### src/tpss_pkg.sv
// Shared widths, codes, types and reset values of the timed pose sequencer.
package tpss_pkg;

    localparam int ANGLE_W   = 20;
    localparam int STEP_W    = 16;
    localparam int DWELL_W   = 16;
    localparam int ACT_W     = 2;
    localparam int PHASE_W   = 2;
    localparam int CFG_IDX_W = 3;

    typedef logic signed [ANGLE_W-1:0] t_angle;
    typedef logic [STEP_W-1:0]         t_step;
    typedef logic [DWELL_W-1:0]        t_dwell;

    typedef enum logic [CFG_IDX_W-1:0] {
        CFG_LARGE_OPEN   = 3'd0,
        CFG_LARGE_CLOSED = 3'd1,
        CFG_SMALL_OPEN   = 3'd2,
        CFG_SMALL_CLOSED = 3'd3,
        CFG_LARGE_STEP   = 3'd4,
        CFG_SMALL_STEP   = 3'd5,
        CFG_DWELL        = 3'd6
    } t_cfg_idx;

    typedef enum logic [ACT_W-1:0] {
        ACT_NONE   = 2'd0,
        ACT_ENTER  = 2'd1,
        ACT_EXIT   = 2'd2,
        ACT_SETPOS = 2'd3
    } t_action;

    typedef enum logic [PHASE_W-1:0] {
        PH_IDLE        = 2'd0,
        PH_FIRST_CLOSE = 2'd1,
        PH_OPEN        = 2'd2,
        PH_FINAL_CLOSE = 2'd3
    } t_phase_code;

    typedef enum logic [3:0] {
        SEQ_IDLE        = 4'b0001,
        SEQ_FIRST_CLOSE = 4'b0010,
        SEQ_OPEN        = 4'b0100,
        SEQ_FINAL_CLOSE = 4'b1000
    } t_seq_state;

    typedef struct packed {
        t_angle large_open;
        t_angle large_closed;
        t_angle small_open;
        t_angle small_closed;
        t_step  large_step;
        t_step  small_step;
        t_dwell phase_len;
    } t_cfg;

    typedef struct packed {
        logic   mode;
        logic   enabled;
        t_angle large_measured;
        t_angle small_measured;
        logic   large_running;
        logic   small_running;
        logic   large_stopped;
        logic   small_stopped;
    } t_in_word;

    localparam t_step  STEP_RESET  = 16'd8;
    localparam t_dwell DWELL_RESET = 16'd500;

endpackage

### src/tpss_if.sv
// Valid/ready channel interfaces for input words and result words.
interface tpss_in_if;
    import tpss_pkg::*;

    logic   valid;
    logic   ready;
    logic   mode;
    logic   enabled;
    t_angle large_measured;
    t_angle small_measured;
    logic   large_running;
    logic   small_running;
    logic   large_stopped;
    logic   small_stopped;

    modport source (
        output valid, mode, enabled, large_measured, small_measured,
               large_running, small_running, large_stopped, small_stopped,
        input  ready
    );
    modport sink (
        input  valid, mode, enabled, large_measured, small_measured,
               large_running, small_running, large_stopped, small_stopped,
        output ready
    );
endinterface

interface tpss_out_if;
    import tpss_pkg::*;

    logic               valid;
    logic               ready;
    t_angle             large_setpoint;
    t_angle             small_setpoint;
    logic [ACT_W-1:0]   large_action;
    logic [ACT_W-1:0]   small_action;
    logic [PHASE_W-1:0] phase;
    logic               trigger_taken;

    modport source (
        output valid, large_setpoint, small_setpoint, large_action, small_action,
               phase, trigger_taken,
        input  ready
    );
    modport sink (
        input  valid, large_setpoint, small_setpoint, large_action, small_action,
               phase, trigger_taken,
        output ready
    );
endinterface

### src/tpss_cfg.sv
// Configuration register bank written through the plain write port.
module tpss_cfg (
    input  logic                              i_clk,
    input  logic                              i_rst_n,
    input  logic                              i_cfg_we,
    input  logic [tpss_pkg::CFG_IDX_W-1:0]    i_cfg_idx,
    input  logic [tpss_pkg::ANGLE_W-1:0]      i_cfg_wdata,
    output tpss_pkg::t_cfg                    o_cfg
);
    import tpss_pkg::*;

    t_cfg r_cfg;
    t_cfg n_cfg;

    always_comb begin
        n_cfg = r_cfg;
        if (i_cfg_we) begin
            case (t_cfg_idx'(i_cfg_idx))
                CFG_LARGE_OPEN:   n_cfg.large_open   = t_angle'(i_cfg_wdata);
                CFG_LARGE_CLOSED: n_cfg.large_closed = t_angle'(i_cfg_wdata);
                CFG_SMALL_OPEN:   n_cfg.small_open   = t_angle'(i_cfg_wdata);
                CFG_SMALL_CLOSED: n_cfg.small_closed = t_angle'(i_cfg_wdata);
                CFG_LARGE_STEP:   n_cfg.large_step   = i_cfg_wdata[STEP_W-1:0];
                CFG_SMALL_STEP:   n_cfg.small_step   = i_cfg_wdata[STEP_W-1:0];
                CFG_DWELL:        n_cfg.phase_len    = i_cfg_wdata[DWELL_W-1:0];
                default: ;
            endcase
        end
    end

    always_ff @(posedge i_clk) begin
        if (!i_rst_n) begin
            r_cfg.large_open   <= '0;
            r_cfg.large_closed <= '0;
            r_cfg.small_open   <= '0;
            r_cfg.small_closed <= '0;
            r_cfg.large_step   <= STEP_RESET;
            r_cfg.small_step   <= STEP_RESET;
            r_cfg.phase_len    <= DWELL_RESET;
        end else begin
            r_cfg <= n_cfg;
        end
    end

    assign o_cfg = r_cfg;

endmodule

### src/tpss_slew.sv
// Slew limiter: moves one angle toward its target by at most one step.
module tpss_slew (
    input  tpss_pkg::t_angle i_cur,
    input  tpss_pkg::t_angle i_target,
    input  tpss_pkg::t_step  i_step,
    output tpss_pkg::t_angle o_next
);
    import tpss_pkg::*;

    logic signed [ANGLE_W:0] diff;
    logic signed [ANGLE_W:0] step_s;
    t_angle                  step_a;

    assign diff   = $signed({i_target[ANGLE_W-1], i_target})
                  - $signed({i_cur[ANGLE_W-1], i_cur});
    assign step_s = $signed({{(ANGLE_W+1-STEP_W){1'b0}}, i_step});
    assign step_a = t_angle'({{(ANGLE_W-STEP_W){1'b0}}, i_step});

    // The result always lies between the current value and the target, so
    // the 20-bit wrap of the add and subtract never shows.
    always_comb begin
        if (diff > step_s) begin
            o_next = i_cur + step_a;
        end else if (diff < -step_s) begin
            o_next = i_cur - step_a;
        end else begin
            o_next = i_target;
        end
    end

endmodule

### src/tpss_core.sv
// Input register, sequencer and smoothing state, and result register.
module tpss_core (
    input  logic           i_clk,
    input  logic           i_rst_n,
    input  tpss_pkg::t_cfg i_cfg,
    tpss_in_if.sink        i_in_ch,
    tpss_out_if.source     o_out_ch
);
    import tpss_pkg::*;

    t_in_word   r_in;
    logic       r_in_valid;
    logic       r_out_valid;

    t_angle     r_large_sm, n_large_sm;
    t_angle     r_small_sm, n_small_sm;
    t_seq_state r_seq, n_seq;
    t_dwell     r_ticks, n_ticks;
    logic       r_large_closed, n_large_closed;
    logic       r_small_closed, n_small_closed;
    t_action    r_large_act, n_large_act;
    t_action    r_small_act, n_small_act;
    logic       r_taken, n_taken;

    t_seq_state adv_seq;
    t_dwell     adv_ticks;
    logic       adv_large_closed;
    logic       adv_small_closed;
    t_dwell     limit;
    logic [DWELL_W:0] ticks_inc;
    t_angle     large_target, small_target;
    t_angle     large_slewed, small_slewed;
    t_phase_code phase_code;

    logic out_free;
    logic advance;
    logic in_take;

    assign out_free = !r_out_valid || o_out_ch.ready;
    assign advance  = r_in_valid && out_free;
    assign in_take  = i_in_ch.valid && i_in_ch.ready;
    assign i_in_ch.ready = !r_in_valid || out_free;

    // Sequence step of an enabled tick; a dwell of zero behaves as one.
    assign limit     = (i_cfg.phase_len == '0) ? t_dwell'(1) : i_cfg.phase_len;
    assign ticks_inc = {1'b0, r_ticks} + {{DWELL_W{1'b0}}, 1'b1};

    always_comb begin
        adv_seq          = r_seq;
        adv_ticks        = r_ticks;
        adv_large_closed = r_large_closed;
        adv_small_closed = r_small_closed;
        if (r_seq != SEQ_IDLE) begin
            if (ticks_inc < {1'b0, limit}) begin
                adv_ticks = ticks_inc[DWELL_W-1:0];
            end else begin
                adv_ticks = '0;
                case (r_seq)
                    SEQ_FIRST_CLOSE: begin
                        adv_seq          = SEQ_OPEN;
                        adv_large_closed = 1'b0;
                        adv_small_closed = 1'b0;
                    end
                    SEQ_OPEN: begin
                        adv_seq          = SEQ_FINAL_CLOSE;
                        adv_large_closed = 1'b1;
                        adv_small_closed = 1'b1;
                    end
                    default: adv_seq = SEQ_IDLE;
                endcase
            end
        end
    end

    assign large_target = adv_large_closed ? i_cfg.large_closed : i_cfg.large_open;
    assign small_target = adv_small_closed ? i_cfg.small_closed : i_cfg.small_open;

    tpss_slew u_large_slew (
        .i_cur    (r_large_sm),
        .i_target (large_target),
        .i_step   (i_cfg.large_step),
        .o_next   (large_slewed)
    );

    tpss_slew u_small_slew (
        .i_cur    (r_small_sm),
        .i_target (small_target),
        .i_step   (i_cfg.small_step),
        .o_next   (small_slewed)
    );

    always_comb begin
        n_large_sm     = r_large_sm;
        n_small_sm     = r_small_sm;
        n_seq          = r_seq;
        n_ticks        = r_ticks;
        n_large_closed = r_large_closed;
        n_small_closed = r_small_closed;
        n_large_act    = ACT_NONE;
        n_small_act    = ACT_NONE;
        n_taken        = 1'b0;
        if (r_in.mode) begin
            if (r_in.enabled && (r_seq == SEQ_IDLE)) begin
                n_seq          = SEQ_FIRST_CLOSE;
                n_ticks        = '0;
                n_large_closed = 1'b1;
                n_small_closed = 1'b1;
                n_taken        = 1'b1;
            end
        end else if (!r_in.enabled) begin
            // Disabled: follow the measured angles and abort the sequence.
            n_large_act = r_in.large_stopped ? ACT_NONE : ACT_EXIT;
            n_small_act = r_in.small_stopped ? ACT_NONE : ACT_EXIT;
            n_large_sm  = r_in.large_measured;
            n_small_sm  = r_in.small_measured;
            n_seq       = SEQ_IDLE;
            n_ticks     = '0;
        end else begin
            n_seq          = adv_seq;
            n_ticks        = adv_ticks;
            n_large_closed = adv_large_closed;
            n_small_closed = adv_small_closed;
            n_large_sm     = large_slewed;
            n_small_sm     = small_slewed;
            n_large_act    = r_in.large_running ? ACT_SETPOS : ACT_ENTER;
            n_small_act    = r_in.small_running ? ACT_SETPOS : ACT_ENTER;
        end
    end

    always_ff @(posedge i_clk) begin
        if (in_take) begin
            r_in.mode           <= i_in_ch.mode;
            r_in.enabled        <= i_in_ch.enabled;
            r_in.large_measured <= i_in_ch.large_measured;
            r_in.small_measured <= i_in_ch.small_measured;
            r_in.large_running  <= i_in_ch.large_running;
            r_in.small_running  <= i_in_ch.small_running;
            r_in.large_stopped  <= i_in_ch.large_stopped;
            r_in.small_stopped  <= i_in_ch.small_stopped;
        end
        if (advance) begin
            r_large_act <= n_large_act;
            r_small_act <= n_small_act;
            r_taken     <= n_taken;
        end
    end

    always_ff @(posedge i_clk) begin
        if (!i_rst_n) begin
            r_in_valid     <= 1'b0;
            r_out_valid    <= 1'b0;
            r_large_sm     <= '0;
            r_small_sm     <= '0;
            r_seq          <= SEQ_IDLE;
            r_ticks        <= '0;
            r_large_closed <= 1'b0;
            r_small_closed <= 1'b0;
        end else begin
            if (in_take) begin
                r_in_valid <= 1'b1;
            end else if (advance) begin
                r_in_valid <= 1'b0;
            end
            if (advance) begin
                r_out_valid    <= 1'b1;
                r_large_sm     <= n_large_sm;
                r_small_sm     <= n_small_sm;
                r_seq          <= n_seq;
                r_ticks        <= n_ticks;
                r_large_closed <= n_large_closed;
                r_small_closed <= n_small_closed;
            end else if (o_out_ch.ready) begin
                r_out_valid <= 1'b0;
            end
        end
    end

    // The smoothing state only moves when the result register is free, so the
    // state registers double as the setpoint and phase outputs.
    always_comb begin
        case (r_seq)
            SEQ_IDLE:        phase_code = PH_IDLE;
            SEQ_FIRST_CLOSE: phase_code = PH_FIRST_CLOSE;
            SEQ_OPEN:        phase_code = PH_OPEN;
            SEQ_FINAL_CLOSE: phase_code = PH_FINAL_CLOSE;
            default:         phase_code = PH_IDLE;
        endcase
    end

    assign o_out_ch.valid          = r_out_valid;
    assign o_out_ch.large_setpoint = r_large_sm;
    assign o_out_ch.small_setpoint = r_small_sm;
    assign o_out_ch.large_action   = r_large_act;
    assign o_out_ch.small_action   = r_small_act;
    assign o_out_ch.phase          = phase_code;
    assign o_out_ch.trigger_taken  = r_taken;

endmodule

### src/timed_pose_sequencer_with_slew_limit.sv
// An accepted word goes into the input register; its result then goes into the
// state and result registers, which are shown as the result word.
// Throughput: one word per cycle while results are taken; sequencing and slewing
// are combinational; the input and result registers decouple the two channels.
// Reset (synchronous, active low): both channels empty, setpoints zero, sequence
// idle with the open pose, angle registers zero, steps 8 and dwell 500 ticks.
module timed_pose_sequencer_with_slew_limit (
    input  logic                           i_clk,
    input  logic                           i_rst_n,
    input  logic                           i_cfg_we,
    input  logic [tpss_pkg::CFG_IDX_W-1:0] i_cfg_idx,
    input  logic [tpss_pkg::ANGLE_W-1:0]   i_cfg_wdata,
    tpss_in_if.sink                        i_in_ch,
    tpss_out_if.source                     o_out_ch
);
    import tpss_pkg::*;

    t_cfg cfg;

    tpss_cfg u_cfg (
        .i_clk       (i_clk),
        .i_rst_n     (i_rst_n),
        .i_cfg_we    (i_cfg_we),
        .i_cfg_idx   (i_cfg_idx),
        .i_cfg_wdata (i_cfg_wdata),
        .o_cfg       (cfg)
    );

    tpss_core u_core (
        .i_clk    (i_clk),
        .i_rst_n  (i_rst_n),
        .i_cfg    (cfg),
        .i_in_ch  (i_in_ch),
        .o_out_ch (o_out_ch)
    );

endmodule

### src/flat_wrapper.sv
// flat-port wrapper written by rule: the top's interface ports become plain ports
module timed_pose_sequencer_with_slew_limit_flat import tpss_pkg::*;
  (i_clk, i_rst_n, i_cfg_we, i_cfg_idx, i_cfg_wdata, i_in_ch_valid, i_in_ch_mode, i_in_ch_enabled, i_in_ch_large_measured, i_in_ch_small_measured, i_in_ch_large_running, i_in_ch_small_running, i_in_ch_large_stopped, i_in_ch_small_stopped, i_in_ch_ready, o_out_ch_valid, o_out_ch_large_setpoint, o_out_ch_small_setpoint, o_out_ch_large_action, o_out_ch_small_action, o_out_ch_phase, o_out_ch_trigger_taken, o_out_ch_ready);
  tpss_in_if i_in_ch_i ();
  tpss_out_if o_out_ch_i ();
  input  logic i_clk;
  input  logic i_rst_n;
  input  logic i_cfg_we;
  input  logic [tpss_pkg::CFG_IDX_W-1:0] i_cfg_idx;
  input  logic [tpss_pkg::ANGLE_W-1:0] i_cfg_wdata;
  input wire logic [$bits(i_in_ch_i.valid)-1:0] i_in_ch_valid;
  input wire logic [$bits(i_in_ch_i.mode)-1:0] i_in_ch_mode;
  input wire logic [$bits(i_in_ch_i.enabled)-1:0] i_in_ch_enabled;
  input wire logic [$bits(i_in_ch_i.large_measured)-1:0] i_in_ch_large_measured;
  input wire logic [$bits(i_in_ch_i.small_measured)-1:0] i_in_ch_small_measured;
  input wire logic [$bits(i_in_ch_i.large_running)-1:0] i_in_ch_large_running;
  input wire logic [$bits(i_in_ch_i.small_running)-1:0] i_in_ch_small_running;
  input wire logic [$bits(i_in_ch_i.large_stopped)-1:0] i_in_ch_large_stopped;
  input wire logic [$bits(i_in_ch_i.small_stopped)-1:0] i_in_ch_small_stopped;
  output wire logic [$bits(i_in_ch_i.ready)-1:0] i_in_ch_ready;
  output wire logic [$bits(o_out_ch_i.valid)-1:0] o_out_ch_valid;
  output wire logic [$bits(o_out_ch_i.large_setpoint)-1:0] o_out_ch_large_setpoint;
  output wire logic [$bits(o_out_ch_i.small_setpoint)-1:0] o_out_ch_small_setpoint;
  output wire logic [$bits(o_out_ch_i.large_action)-1:0] o_out_ch_large_action;
  output wire logic [$bits(o_out_ch_i.small_action)-1:0] o_out_ch_small_action;
  output wire logic [$bits(o_out_ch_i.phase)-1:0] o_out_ch_phase;
  output wire logic [$bits(o_out_ch_i.trigger_taken)-1:0] o_out_ch_trigger_taken;
  input wire logic [$bits(o_out_ch_i.ready)-1:0] o_out_ch_ready;
  assign i_in_ch_i.valid = i_in_ch_valid;
  assign i_in_ch_i.mode = i_in_ch_mode;
  assign i_in_ch_i.enabled = i_in_ch_enabled;
  assign i_in_ch_i.large_measured = i_in_ch_large_measured;
  assign i_in_ch_i.small_measured = i_in_ch_small_measured;
  assign i_in_ch_i.large_running = i_in_ch_large_running;
  assign i_in_ch_i.small_running = i_in_ch_small_running;
  assign i_in_ch_i.large_stopped = i_in_ch_large_stopped;
  assign i_in_ch_i.small_stopped = i_in_ch_small_stopped;
  assign i_in_ch_ready = i_in_ch_i.ready;
  assign o_out_ch_valid = o_out_ch_i.valid;
  assign o_out_ch_large_setpoint = o_out_ch_i.large_setpoint;
  assign o_out_ch_small_setpoint = o_out_ch_i.small_setpoint;
  assign o_out_ch_large_action = o_out_ch_i.large_action;
  assign o_out_ch_small_action = o_out_ch_i.small_action;
  assign o_out_ch_phase = o_out_ch_i.phase;
  assign o_out_ch_trigger_taken = o_out_ch_i.trigger_taken;
  assign o_out_ch_i.ready = o_out_ch_ready;
  timed_pose_sequencer_with_slew_limit u_core (.i_clk(i_clk), .i_rst_n(i_rst_n), .i_cfg_we(i_cfg_we), .i_cfg_idx(i_cfg_idx), .i_cfg_wdata(i_cfg_wdata), .i_in_ch(i_in_ch_i), .o_out_ch(o_out_ch_i));
endmodule
### config.mk
export PLATFORM = sky130hd
export DESIGN_NAME = timed_pose_sequencer_with_slew_limit_flat
export DESIGN_NICKNAME = d
export VERILOG_FILES = /design/src/tpss_pkg.sv /design/src/tpss_if.sv /design/src/tpss_cfg.sv /design/src/tpss_slew.sv /design/src/tpss_core.sv /design/src/timed_pose_sequencer_with_slew_limit.sv /design/src/flat_wrapper.sv
export SDC_FILE = /design/constraint.sdc
export NUM_CORES = 1
export LEC_CHECK = 0
export CAP_MARGIN = 15
export CORE_UTILIZATION = 65
export CTS_BUF_LIST = sky130_fd_sc_hd__clkbuf_4 sky130_fd_sc_hd__clkbuf_8 sky130_fd_sc_hd__clkbuf_16
export DETAILED_ROUTE_END_ITERATION = 10
export DONT_BUFFER_PORTS = 1
export GPL_ROUTABILITY_DRIVEN = 0
export PLACE_DENSITY = 0.81
export SETUP_SLACK_MARGIN = 0.2
export SLEW_MARGIN = 10
export SYNTH_ARGS = -nofsm -noshare
export SYNTH_HDL_FRONTEND = slang
export SYNTH_SLANG_ARGS = --single-unit
### constraint.sdc
create_clock -name i_clk -period 24.5 [get_ports i_clk]
set_input_delay 2.45 -clock i_clk [delete_from_list [all_inputs] [get_ports i_clk]]
set_output_delay 2.45 -clock i_clk [all_outputs]
set_load 0.1 [all_outputs]
==> metrics.txt, run 1 <==
# TYPE chip_impl_metric gauge
chip_impl_metric{name="clock_insertion_delay_worst_skew",unit="ps"} 560
chip_impl_metric{name="period_share",unit="%"} 41.4
chip_impl_metric{name="hold_buffers",unit=""} 0
chip_impl_metric{name="synth_area",unit="mm²"} 0.0178
chip_impl_metric{name="worst-endpoint-arrival",unit="ps"} 10580
chip_impl_metric{name="share_seq_of_total_power",unit="%"} 32.9
chip_impl_metric{name="slew_violations",unit=""} 0
chip_impl_metric{name="final.fill_count",unit=""} 2067
chip_impl_info{name="timing.critical_path.from_type",value="flop"} 1
chip_impl_metric{name="io_pins",unit=""} 123
chip_impl_metric{name="timing.fmax",unit="MHz"} 98.6
chip_impl_info{name="most_used_cells_in_the_layout_excluding_fill_and_tap_cells",value="nand2_1, a21oi_1, ha_1, dfxtp_1, inv_1"} 1
chip_impl_metric{name="post_synthesis_instance_total",unit=""} 2189
chip_impl_metric{name="mappedNetlistNets",unit=""} 2461
chip_impl_metric{name="power.switching_fraction",unit="%"} 39.2
chip_impl_metric{name="initialDrtViolationCount",unit=""} 1898
chip_impl_metric{name="setup_ws",unit="ps"} 14360
chip_impl_metric{name="number_of_clock_sinks_seen_by_cts",unit=""} 242
chip_impl_metric{name="power.leakage",unit="nW"} 7.72
chip_impl_metric{name="rows",unit=""} 60
chip_impl_info{name="crit-reg2reg-launch",value="u_core.u_core.r_ticks[0]"} 1
chip_impl_metric{name="netSwitchingPower",unit="mW"} 0.552
chip_impl_metric{name="fraction_of_the_yosys_area_taken_by_sequential_cells",unit="%"} 30.0
chip_impl_info{name="cts_tree",value="built"} 1
chip_impl_metric{name="grt_overflow_total",unit=""} 0
chip_impl_metric{name="timing.final.hold_violations",unit=""} 0
chip_impl_metric{name="slew_hr",unit="%"} 18.9
chip_impl_metric{name="met3_resource_use_gr",unit="%"} 9.22
chip_impl_info{name="worst_setup_path_end_kind",value="flop"} 1
chip_impl_metric{name="initial_antenna_violation_count",unit=""} 2
chip_impl_info{name="layout.cells.most_common",value="nand2_1"} 1
chip_impl_metric{name="period_minus_slack",unit="ps"} 10140
chip_impl_metric{name="placed_area",unit="mm²"} 0.0182
chip_impl_metric{name="cp.buffers_inverters",unit=""} 1
chip_impl_metric{name="critPathMaxStageDelay",unit="ps"} 920
chip_impl_info{name="hold_path_startpoint",value="u_core.u_cfg.o_cfg[91]"} 1
chip_impl_metric{name="routedWlPerCell",unit="µm"} 22.4
chip_impl_metric{name="pwr-share-clk",unit="%"} 29.0
chip_impl_info{name="postSynth.topFlopCell",value="dfxtp_1"} 1
chip_impl_info{name="cts_root_buf",value="clkbuf_16"} 1
chip_impl_metric{name="globalRouteTotalUtil",unit="%"} 39.8
chip_impl_metric{name="grt.met1_usage",unit="%"} 48.0
chip_impl_info{name="cp_slowest_cell",value="a2111oi_1"} 1
chip_impl_info{name="run_status",value="finished clean"} 1
chip_impl_metric{name="first_global_vias",unit=""} 16400
chip_impl_metric{name="worstMarginPinSlew",unit="ps"} 1210
chip_impl_metric{name="p_comb_share",unit="%"} 38.1
chip_impl_metric{name="fin_util",unit="%"} 71.0
chip_impl_metric{name="port_buffers",unit=""} 0
chip_impl_metric{name="dp_hpwl",unit="mm"} 41.1
chip_impl_metric{name="clkSlewWorstSetupHoldPaths",unit="ps"} 70
chip_impl_metric{name="totalWireLength",unit="mm"} 56.3
chip_impl_metric{name="worst_ep_required_time",unit="ps"} 24940
chip_impl_metric{name="cellInternalPower",unit="mW"} 0.855
chip_impl_info{name="globalRoute.busiestLayer",value="met2"} 1
chip_impl_metric{name="use_met2",unit="%"} 62.3
chip_impl_metric{name="yosysWarnings",unit=""} 0
chip_impl_info{name="min-delay-path-class",value="flop to flop"} 1
chip_impl_metric{name="die_w",unit="µm"} 167
chip_impl_metric{name="totalNegativeSetupSlack",unit="ps"} 0
chip_impl_metric{name="final_cell_area",unit="mm²"} 0.0191
chip_impl_metric{name="core-area",unit="mm²"} 0.0269
chip_impl_metric{name="ctsHtreeMaxLevel",unit=""} 1
chip_impl_metric{name="die_area",unit="mm²"} 0.0281
chip_impl_info{name="setup.worst_path.start",value="u_core.u_core.r_ticks[0]"} 1
chip_impl_metric{name="p_per_area",unit="mW/mm²"} 73.7
chip_impl_metric{name="drtAntennaViolNets",unit=""} 0
chip_impl_metric{name="clock_tree.buffer_depth",unit=""} 3
chip_impl_info{name="cp_top_delay_family",value="compound AO/OA/AOI/OAI gates"} 1
chip_impl_metric{name="ys_types",unit=""} 89
chip_impl_metric{name="irDropWorstVdd",unit="V"} 0.0000611
chip_impl_info{name="path_class",value="flop to flop"} 1
chip_impl_metric{name="detailedPlace.worstSlack",unit="ps"} 14970
chip_impl_metric{name="routed-via-count",unit=""} 17100
chip_impl_metric{name="grt_first_pass_wirelength",unit="mm"} 88.4
chip_impl_metric{name="via_per_inst",unit=""} 6.78
chip_impl_metric{name="chipHeight",unit="µm"} 167
chip_impl_metric{name="synth-seq-cells",unit=""} 242
chip_impl_metric{name="mean_instance_size_in_the_synthesized_netlist",unit="µm²"} 8.13
chip_impl_metric{name="drt_drc_violations_left",unit=""} 0
chip_impl_metric{name="finalNetCount",unit=""} 2427
chip_impl_metric{name="fin_skew",unit="ps"} 15.6
chip_impl_metric{name="drt_first_pass_iters",unit=""} 8
chip_impl_metric{name="finalSetupViolations",unit=""} 0
chip_impl_metric{name="grt_max_degree",unit=""} 116
chip_impl_metric{name="drive_above_1_share",unit="%"} 7.59
chip_impl_metric{name="post_cts.resized_instances",unit=""} 0
chip_impl_metric{name="start_util",unit="%"} 66.2
chip_impl_metric{name="area_growth_syn_to_layout",unit="%"} 7.22
chip_impl_metric{name="max_cap_violations",unit=""} 0
chip_impl_metric{name="numCtsBuffers",unit=""} 27
chip_impl_metric{name="synth_edf_count",unit=""} 50
chip_impl_metric{name="buffers_inserted_by_post_cts_timing_repair",unit=""} 0
chip_impl_metric{name="async_flop_share",unit="%"} 0
chip_impl_info{name="unrepaired_setup_endpoints_after_global_routing",value="false"} 1
chip_impl_metric{name="biggest_fanout_along_the_worst_timing_path",unit=""} 20
stage by stage:
step	hold WS (ps)	total power [mW]	cells
finish	453	1.41	2515
global route	471	1.47	2514
floorplan	433	0.864	2189
global placement	438	0.965	2465
CTS	454	1.39	2513
detailed placement	446	0.981	2466
cells by family (layout without fill, tap and decap cells):
kind of cell	Yosys count	after routing	synth area share, %
mux	49	49	3.00
fa+ha+maj	200	200	14.3
xor+xnor	87	87	4.28
buf+inv	243	227	5.37
simple gates	715	715	18.2
flops	242	242	30.0
other cells	0	1	0
compound gates	653	653	24.8
synthesized netlist by cell type (17+ instances only):
cell type / number / share of area [%]
o21ai_0: 88 / 2.5
a211oi_1: 20 / 0.84
nor2_1: 142 / 3.0
nor3_1: 45 / 1.3
nor4_1: 22 / 0.77
o211ai_1: 17 / 0.72
and3_1: 27 / 0.95
o21a_1: 20 / 0.84
nor2b_1: 34 / 1.2
edfxtp_1: 50 / 8.4
nand3_1: 32 / 0.90
a21oi_1: 235 / 6.6
clkbuf_1: 80 / 1.7
xor2_1: 21 / 1.0
mux2_2: 35 / 2.2
a22oi_1: 20 / 0.84
nand2b_1: 22 / 0.77
ha_1: 192 / 13
dfxtp_1: 192 / 22
a21o_1: 41 / 1.7
inv_1: 144 / 3.0
nand2_1: 330 / 7.0
xnor2_1: 66 / 3.2
worst min-delay path: stages, from the launching register on:
cell     delay (ps)
dfxtp_1         310
nand2_1          50
a21oi_1          50
worst paths after layout:
kind | to | slack, ps | depth (start not counted)
worst min-delay path | u_core.u_cfg.o_cfg[91] | 450 | 2
worst max register to register | u_core.u_core.o_out_ch.small_setpoint[5] | 14360 | 32
worst max-delay path | u_core.u_core.o_out_ch.small_setpoint[5] | 14360 | 32
worst min register to register | u_core.u_cfg.o_cfg[91] | 450 | 2
state kept, by name, summed over array words and instances (netlist names):
signal	count
u_core.u_cfg.o_cfg	128
u_core.u_core.r_in	46
u_core.u_core.o_out_ch.large_setpoint	20
u_core.u_core.o_out_ch.small_setpoint	20
u_core.u_core.r_ticks	16
u_core.u_core.r_seq	4
u_core.u_core.o_out_ch.large_action	2
u_core.u_core.o_out_ch.small_action	1
u_core.u_core.o_out_ch.trigger_taken	1
u_core.u_core.o_out_ch.valid	1
u_core.u_core.r_in_valid	1
u_core.u_core.r_large_closed	1
u_core.u_core.r_small_closed	1
cell type report:
class	count	area [µm²]	share of cell area, %
flip-flops and latches	242	5350	28.0
multi-input cells	1704	11500	60.5
inverters	145	549	2.88
clock buffers	34	734	3.85
repair buffers	35	335	1.76
diodes	1	2.50	0.0131
well taps	341	427	2.24
clock inverters	13	144	0.754
power groups by stage:
| stage | clock network, mW | logic (mW) | registers, mW |
|---|---|---|---|
| floorplan | 0 | 0.386 | 0.478 |
| global placement | 0 | 0.495 | 0.470 |
| detailed placement | 0 | 0.511 | 0.470 |
| CTS | 0.408 | 0.515 | 0.462 |
| global route | 0.424 | 0.579 | 0.464 |
| finish | 0.407 | 0.536 | 0.462 |
metal layers:
layer / vias up / share of wire, %
li1: 7843 / -
met1: 7990 / 37
met2: 960 / 45
met3: 259 / 10
met4: 2 / 7.8
met5: - / 0.023
Power figures use the tool's default switching activity.
==> run 2: changes to the inputs <==
--- a/config.mk
+++ b/config.mk
@@ -6,12 +6,12 @@
 export NUM_CORES = 1
 export LEC_CHECK = 0
 export CAP_MARGIN = 15
-export CORE_UTILIZATION = 65
+export CORE_UTILIZATION = 59
 export CTS_BUF_LIST = sky130_fd_sc_hd__clkbuf_4 sky130_fd_sc_hd__clkbuf_8 sky130_fd_sc_hd__clkbuf_16
 export DETAILED_ROUTE_END_ITERATION = 10
 export DONT_BUFFER_PORTS = 1
 export GPL_ROUTABILITY_DRIVEN = 0
-export PLACE_DENSITY = 0.81
+export PLACE_DENSITY = 0.78
 export SETUP_SLACK_MARGIN = 0.2
 export SLEW_MARGIN = 10
 export SYNTH_ARGS = -nofsm -noshare
==> constraint.sdc (replaced) <==
create_clock -name i_clk -period 8.2 [get_ports i_clk]
set_input_delay 0.82 -clock i_clk [delete_from_list [all_inputs] [get_ports i_clk]]
set_output_delay 0.82 -clock i_clk [all_outputs]
set_load 0.1 [all_outputs]
==> run 2 against run 1 <==
Setup slack worse by 14000 ps. Combinational power grew to 3.6 times the previous value. Register-to-register slack worse by 14000 ps. Flip-flop and latch count did not move. Routed wire length up 4.7%. Sequential power grew to 3.0 times the previous value. Global-route usage down 3.0 points. Non-clock buffer count increased by 66. Largest cell class unchanged. Highest routed layer is now met4.
==> metrics.txt, run 2 (synthesized netlist as in run 1, its figures left out) <==
# TYPE chip_impl_metric gauge
chip_impl_info{name="run_status",value="finished clean"} 1
chip_impl_metric{name="die_area",unit="mm²"} 0.0309
chip_impl_metric{name="final.fill_count",unit=""} 2307
chip_impl_metric{name="netSwitchingPower",unit="mW"} 1.78
chip_impl_metric{name="max_cap_violations",unit=""} 0
chip_impl_metric{name="drt_drc_violations_left",unit=""} 0
chip_impl_metric{name="period_minus_slack",unit="ps"} 7960
chip_impl_metric{name="fin_skew",unit="ps"} 17.9
chip_impl_metric{name="worstMarginPinSlew",unit="ps"} 1210
chip_impl_metric{name="worst-endpoint-arrival",unit="ps"} 8380
chip_impl_metric{name="via_per_inst",unit=""} 6.65
chip_impl_info{name="cts_root_buf",value="clkbuf_16"} 1
chip_impl_metric{name="rows",unit=""} 63
chip_impl_metric{name="share_seq_of_total_power",unit="%"} 29.4
chip_impl_metric{name="drt_first_pass_iters",unit=""} 6
chip_impl_metric{name="drive_above_1_share",unit="%"} 14.8
chip_impl_metric{name="die_w",unit="µm"} 176
chip_impl_metric{name="slew_violations",unit=""} 0
chip_impl_metric{name="irDropWorstVdd",unit="V"} 0.000159
chip_impl_metric{name="detailedPlace.worstSlack",unit="ps"} -418
chip_impl_metric{name="period_share",unit="%"} 97.1
chip_impl_metric{name="clock_tree.buffer_depth",unit=""} 3
chip_impl_metric{name="cellInternalPower",unit="mW"} 2.86
chip_impl_metric{name="core-area",unit="mm²"} 0.0296
chip_impl_metric{name="critPathMaxStageDelay",unit="ps"} 450
chip_impl_info{name="layout.cells.most_common",value="nand2_1"} 1
chip_impl_info{name="cts_tree",value="built"} 1
chip_impl_info{name="path_class",value="flop to flop"} 1
chip_impl_metric{name="clock_insertion_delay_worst_skew",unit="ps"} 570
chip_impl_metric{name="drtAntennaViolNets",unit=""} 0
chip_impl_metric{name="p_total",unit="mW"} 4.65
chip_impl_metric{name="start_util",unit="%"} 60.1
chip_impl_info{name="worst_setup_path_end_kind",value="flop"} 1
chip_impl_metric{name="clkSlewWorstSetupHoldPaths",unit="ps"} 70
chip_impl_metric{name="grt_max_degree",unit=""} 85
chip_impl_info{name="cp_top_delay_family",value="compound AO/OA/AOI/OAI gates"} 1
chip_impl_info{name="min-delay-path-class",value="primary input to flop"} 1
chip_impl_metric{name="antenna_cells_inserted",unit=""} 0
chip_impl_metric{name="power.leakage",unit="nW"} 8.24
chip_impl_metric{name="routedWlPerCell",unit="µm"} 22.4
chip_impl_metric{name="initialDrtViolationCount",unit=""} 1968
chip_impl_metric{name="power.switching_fraction",unit="%"} 38.4
chip_impl_metric{name="io_pins",unit=""} 123
chip_impl_metric{name="biggest_fanout_along_the_worst_timing_path",unit=""} 8
chip_impl_metric{name="first_global_vias",unit=""} 16900
chip_impl_metric{name="worst_ep_required_time",unit="ps"} 8620
chip_impl_metric{name="area_growth_syn_to_layout",unit="%"} 15.0
chip_impl_info{name="timing.critical_path.from_type",value="flop"} 1
chip_impl_info{name="critical-path-top-cell-by-count",value="buf_6"} 1
chip_impl_metric{name="routed-via-count",unit=""} 17500
chip_impl_metric{name="grt_overflow_total",unit=""} 0
chip_impl_metric{name="numCtsBuffers",unit=""} 27
chip_impl_metric{name="timing.final.hold_violations",unit=""} 0
chip_impl_metric{name="grt_first_pass_wirelength",unit="mm"} 90.4
chip_impl_metric{name="timing.fmax",unit="MHz"} 126
chip_impl_metric{name="hold_buffers",unit=""} 0
chip_impl_metric{name="slew_hr",unit="%"} 19.5
chip_impl_info{name="unrepaired_setup_endpoints_after_global_routing",value="true"} 1
chip_impl_metric{name="chipHeight",unit="µm"} 176
chip_impl_info{name="cp_slowest_cell",value="a221o_2"} 1
chip_impl_metric{name="setup_ws",unit="ps"} 238
chip_impl_metric{name="finalSetupViolations",unit=""} 0
chip_impl_metric{name="dp_hpwl",unit="mm"} 42.1
chip_impl_metric{name="cp.buffers_inverters",unit=""} 5
chip_impl_metric{name="finalNetCount",unit=""} 2494
chip_impl_metric{name="largest_reg_flops",unit=""} 128
chip_impl_metric{name="pwr-share-clk",unit="%"} 29.2
chip_impl_metric{name="number_of_clock_sinks_seen_by_cts",unit=""} 242
chip_impl_info{name="most_used_cells_in_the_layout_excluding_fill_and_tap_cells",value="nand2_1, a21oi_1, dfxtp_1, ha_1, inv_1"} 1
chip_impl_metric{name="globalRouteTotalUtil",unit="%"} 36.8
chip_impl_metric{name="initial_antenna_violation_count",unit=""} 0
chip_impl_metric{name="port_buffers",unit=""} 0
chip_impl_metric{name="ctsHtreeMaxLevel",unit=""} 1
chip_impl_metric{name="totalNegativeSetupSlack",unit="ps"} 0
chip_impl_metric{name="p_per_area",unit="mW/mm²"} 227
chip_impl_metric{name="totalWireLength",unit="mm"} 59.0
chip_impl_metric{name="p_comb_share",unit="%"} 41.4
-- run 2: layout make-up --
class	count	area (µm²)	area share, %
Inverter	145	549	2.68
Tap cell	390	488	2.38
Multi-Input combinational cell	1705	12200	59.5
Sequential cell	242	5370	26.2
Clock buffer	34	759	3.71
Clock inverter	16	229	1.12
Timing Repair Buffer	101	902	4.41
-- run 2: worst paths after layout --
path / start / endpoint / slack [ps] / depth (start not counted)
max: u_core.u_core.r_ticks[1] / u_core.u_core.o_out_ch.large_setpoint[9] / 240 / 39
min: i_in_ch_large_measured[8] / u_core.u_core.r_in[32] / 340 / 0
max reg2reg: u_core.u_core.r_ticks[1] / u_core.u_core.o_out_ch.large_setpoint[9] / 240 / 39
min reg2reg: u_core.u_cfg.o_cfg[61] / u_core.u_cfg.o_cfg[61] / 450 / 2
-- run 2: per-layer routing --
metal,vias up,share of wire [%],GRT usage (%)
met5,-,0,0
met4,0,7.7,24.9
met3,285,8.2,6.49
met2,931,46,61.0
met1,8315,38,43.5
li1,7984,-,-
-- run 2: what timing repair did --
item | in CTS | in global routing
setup buffers | 15 | 23
cloned | 1 | 0
pin swaps | 14 | 94
gates resized for setup | 32 | 133
endpoints found under the hold margin | 0 | 0
endpoints found under the setup margin | 38 | 40
-- run 2: stage by stage --
stage / std cells / hold slack [ps] / instance area [µm²] / utilization (%)
after CTS: 2608 / 348 / 19700 / 66.5
after floorplan: 2189 / 433 / 17800 / -
final: 2633 / 342 / 20500 / 69.1
after global routing: 2633 / 340 / 20500 / 69.1
after detailed placement: 2542 / 444 / 18400 / 62.2
after global placement: 2542 / 438 / 18400 / 62.2
-- run 2: power groups by stage --
stage	registers, mW	clock network (mW)	logic [mW]
after floorplan	1.43	0	1.15
after global placement	1.39	0	1.53
after detailed placement	1.39	0	1.57
after CTS	1.37	1.35	1.69
after global routing	1.37	1.40	2.07
final	1.37	1.36	1.92
==> run 3: changes to the inputs <==
--- a/config.mk
+++ b/config.mk
@@ -16,4 +16,5 @@
 export SLEW_MARGIN = 10
 export SYNTH_ARGS = -nofsm -noshare
 export SYNTH_HDL_FRONTEND = slang
+export SYNTH_HIERARCHICAL = 1
 export SYNTH_SLANG_ARGS = --single-unit
==> run 3 against run 2 <==
Setup slack improved by 150 ps. Critical path type unchanged. Via count decreased by 1.4%. Clock power about the same. First-iteration DRC count decreased by 14%. Critical path depth decreased by 7. Sequential power about the same. Register-to-register slack improved by 150 ps. Sequential share of layout area decreased by 1.5 points.
==> metrics.txt, run 3 <==
# TYPE chip_impl_metric gauge
chip_impl_metric{name="final-seq-area",unit="mm²"} 0.00537
chip_impl_info{name="postSynth.topFlopCell",value="dfxtp_1"} 1
chip_impl_metric{name="final.fill_count",unit=""} 2444
chip_impl_metric{name="slew_hr",unit="%"} 21.0
chip_impl_metric{name="p_per_area",unit="mW/mm²"} 203
chip_impl_metric{name="rows",unit=""} 65
chip_impl_info{name="run_status",value="finished clean"} 1
chip_impl_metric{name="worst_ep_required_time",unit="ps"} 8720
chip_impl_metric{name="synth-seq-cells",unit=""} 242
chip_impl_info{name="path_class",value="flop to flop"} 1
chip_impl_metric{name="slew_violations",unit=""} 0
chip_impl_metric{name="dp_hpwl",unit="mm"} 40.2
chip_impl_metric{name="drt_first_pass_iters",unit=""} 8
chip_impl_metric{name="area_growth_syn_to_layout",unit="%"} 12.4
chip_impl_metric{name="yosysWarnings",unit=""} 6
chip_impl_info{name="synth.most_common_cell",value="nand2_1"} 1
chip_impl_metric{name="chipHeight",unit="µm"} 183
chip_impl_metric{name="clkSlewWorstSetupHoldPaths",unit="ps"} 70
chip_impl_metric{name="totalWireLength",unit="mm"} 55.8
chip_impl_info{name="cts_root_buf",value="clkbuf_16"} 1
chip_impl_metric{name="mean_instance_size_in_the_synthesized_netlist",unit="µm²"} 8.69
chip_impl_info{name="most_used_cells_in_the_layout_excluding_fill_and_tap_cells",value="nand2_1, mux2i_1, dfxtp_1, ha_1, inv_1"} 1
chip_impl_metric{name="multiInputGateArea",unit="mm²"} 0.0134
chip_impl_metric{name="drtAntennaViolNets",unit=""} 0
chip_impl_info{name="hold_end",value="u_core/u_core/r_in[29]"} 1
chip_impl_metric{name="worst-endpoint-arrival",unit="ps"} 8330
chip_impl_info{name="cts_tree",value="built"} 1
chip_impl_metric{name="globalRouteTotalUtil",unit="%"} 31.6
chip_impl_info{name="crit-reg2reg-launch",value="u_core/u_core/r_ticks[2]"} 1
chip_impl_info{name="timing.critical_path.from_type",value="flop"} 1
chip_impl_metric{name="synth_edf_count",unit=""} 50
chip_impl_metric{name="antenna_cells_inserted",unit=""} 0
chip_impl_info{name="hold_path_startpoint",value="i_in_ch_large_measured[5]"} 1
chip_impl_metric{name="clock_insertion_delay_worst_skew",unit="ps"} 580
chip_impl_metric{name="routedWlPerCell",unit="µm"} 20.6
chip_impl_metric{name="timing.final.hold_violations",unit=""} 0
chip_impl_info{name="unrepaired_setup_endpoints_after_global_routing",value="true"} 1
chip_impl_metric{name="port_buffers",unit=""} 0
chip_impl_metric{name="async_flop_share",unit="%"} 0
chip_impl_info{name="capture_instance_of_the_worst_register_to_register_path",value="u_core/u_core/o_out_ch.small_setpoint[13]"} 1
chip_impl_metric{name="grt_overflow_total",unit=""} 0
chip_impl_info{name="min-delay-path-class",value="primary input to flop"} 1
chip_impl_metric{name="timing.fmax",unit="MHz"} 128
chip_impl_info{name="layout.cells.most_common",value="nand2_1"} 1
chip_impl_metric{name="power.leakage",unit="nW"} 9.97
chip_impl_metric{name="critPathMaxStageDelay",unit="ps"} 560
chip_impl_metric{name="number_of_clock_sinks_seen_by_cts",unit=""} 242
chip_impl_metric{name="ys_types",unit=""} 110
chip_impl_metric{name="hold_buffers",unit=""} 0
chip_impl_metric{name="via_per_inst",unit=""} 6.37
chip_impl_info{name="ys_top_cells_by_area",value="dfxtp_1, ha_1, mux2i_1"} 1
chip_impl_metric{name="period_minus_slack",unit="ps"} 7810
chip_impl_metric{name="worst_r2r_path_depth",unit=""} 32
chip_impl_metric{name="die_area",unit="mm²"} 0.0335
chip_impl_metric{name="start_util",unit="%"} 60.7
chip_impl_metric{name="post_synthesis_instance_total",unit=""} 2227
chip_impl_metric{name="biggest_fanout_along_the_worst_timing_path",unit=""} 6
chip_impl_metric{name="whs_path_depth",unit=""} 0
chip_impl_info{name="worst_setup_path_end_kind",value="flop"} 1
chip_impl_metric{name="routed-via-count",unit=""} 17300
chip_impl_metric{name="core-area",unit="mm²"} 0.0319
chip_impl_metric{name="worstMarginPinSlew",unit="ps"} 1180
chip_impl_metric{name="holdWs",unit="ps"} 331
chip_impl_metric{name="grt_first_pass_wirelength",unit="mm"} 85.3
chip_impl_metric{name="mappedNetlistNets",unit=""} 2501
chip_impl_metric{name="detailedPlace.worstSlack",unit="ps"} -83.4
chip_impl_metric{name="first_global_vias",unit=""} 16500
chip_impl_metric{name="fraction_of_the_yosys_area_taken_by_sequential_cells",unit="%"} 27.6
chip_impl_metric{name="grt_max_degree",unit=""} 213
chip_impl_metric{name="largest_reg_flops",unit=""} 128
chip_impl_metric{name="irDropWorstVdd",unit="V"} 0.000246
chip_impl_metric{name="finalNetCount",unit=""} 2529
chip_impl_info{name="synth_top_cell_by_area",value="dfxtp_1"} 1
chip_impl_metric{name="numCtsBuffers",unit=""} 27
chip_impl_metric{name="finalSetupViolations",unit=""} 0
chip_impl_metric{name="fin_skew",unit="ps"} 11.3
chip_impl_metric{name="setup_ws",unit="ps"} 388
chip_impl_metric{name="max_cap_violations",unit=""} 0
chip_impl_metric{name="die_w",unit="µm"} 183
chip_impl_metric{name="reg2reg_setup_slack",unit="ps"} 390
chip_impl_metric{name="initialDrtViolationCount",unit=""} 1686
chip_impl_metric{name="drt_drc_violations_left",unit=""} 0
chip_impl_metric{name="initial_antenna_violation_count",unit=""} 0
chip_impl_metric{name="ctsHtreeMaxLevel",unit=""} 1
chip_impl_metric{name="synth_top_area_share",unit="%"} 19.9
chip_impl_metric{name="io_pins",unit=""} 123
chip_impl_metric{name="clock_tree.buffer_depth",unit=""} 3
chip_impl_metric{name="totalNegativeSetupSlack",unit="ps"} 0
chip_impl_metric{name="synth_area",unit="mm²"} 0.0193
chip_impl_info{name="cell_types_with_the_highest_counts_after_synthesis",value="nand2_1, ha_1, dfxtp_1"} 1
chip_impl_info{name="cp_slowest_cell",value="or4_4"} 1
chip_impl_metric{name="drive_above_1_share",unit="%"} 13.8
chip_impl_metric{name="period_share",unit="%"} 95.3
## run 3: cell count changes after synthesis, sizes merged, moves of 18 or more
| cell | change |
|---|---|
| mux2i | +171 |
| a21oi | -122 |
| nand2 | -54 |
| o211a | +44 |
| xnor2 | +38 |
| buf | +22 |
| clkbuf | -22 |
| and3 | -18 |
| nand3 | +18 |
## run 3: per-layer routing
layer	GRT usage [%]	wire, µm
met1	39.2	22700
met2	54.3	26300
met3	5.68	4180
met4	12.7	2610
met5	0	0
## run 3: stage by stage
| stage | std cells | total power [mW] | utilization, % | area, µm² |
|---|---|---|---|---|
| after floorplan | 2227 | 2.55 | - | 19400 |
| after global placement | 2622 | 2.86 | 62.6 | 20000 |
| after detailed placement | 2622 | 2.91 | 62.6 | 20000 |
| after CTS | 2687 | 4.30 | 66.4 | 21200 |
| after global routing | 2711 | 4.61 | 68.2 | 21700 |
| final | 2711 | 4.42 | 68.2 | 21700 |
## run 3: power by group
group | switching, mW | internal (mW) | total [mW]
Clock | 0.533 | 0.809 | 1.34
Sequential | 0.104 | 1.26 | 1.36
Combinational | 0.980 | 0.736 | 1.72
## run 3: worst max path at each step
stage,from,endpoint,slack [ps]
global route,u_core/u_core/r_ticks[2],u_core/u_core/o_out_ch.small_setpoint[16],130
floorplan,u_core/u_core/r_ticks[0],u_core/u_core/o_out_ch.small_setpoint[14],200
finish,u_core/u_core/r_ticks[2],u_core/u_core/o_out_ch.small_setpoint[13],390
global placement,u_core/u_core/r_ticks[0],u_core/u_core/o_out_ch.small_setpoint[13],130
detailed placement,u_core/u_core/r_ticks[0],u_core/u_core/o_out_ch.small_setpoint[8],-80
CTS,u_core/u_core/r_ticks[0],u_core/u_core/o_out_ch.small_setpoint[4],130
## run 3: cells by family after synthesis
family | count (synthesis) | synth area share, %
AOI/OAI and AO/OA | 473 | 18.2
xor gates and xnor gates | 120 | 5.53
adders and majority gates | 200 | 13.2
buffers and inverters | 247 | 5.37
DFF | 242 | 27.6
muxes | 228 | 12.5
and+or+nand+nor | 717 | 17.6
## run 3: worst max-delay path: cells and delay by family, from the launching register on
family / cells / cell delay (ps)
muxes: 3 / 610
xor gates and xnor gates: 1 / 150
buffers and inverters: 2 / 330
AOI/OAI and AO/OA: 13 / 2820
DFF: 1 / 400
adders and majority gates: 3 / 1010
and+or+nand+nor: 10 / 2410
## run 3: timing repair
item                       CTS  global route
buffers inserted            14            23
setup endpoints to repair   25            40
pin swaps                    6            39
cloned                       1             1
gates resized for setup     14            99
## run 3: final cells by class
cell class              count  share of cell area, %
clock inverters            11                  0.696
well taps                 435                   2.50
clock buffers              39                   3.85
flip-flops and latches    242                   24.7
inverters                 149                   2.59
repair buffers             97                   4.11
multi-input cells        1738                   61.6
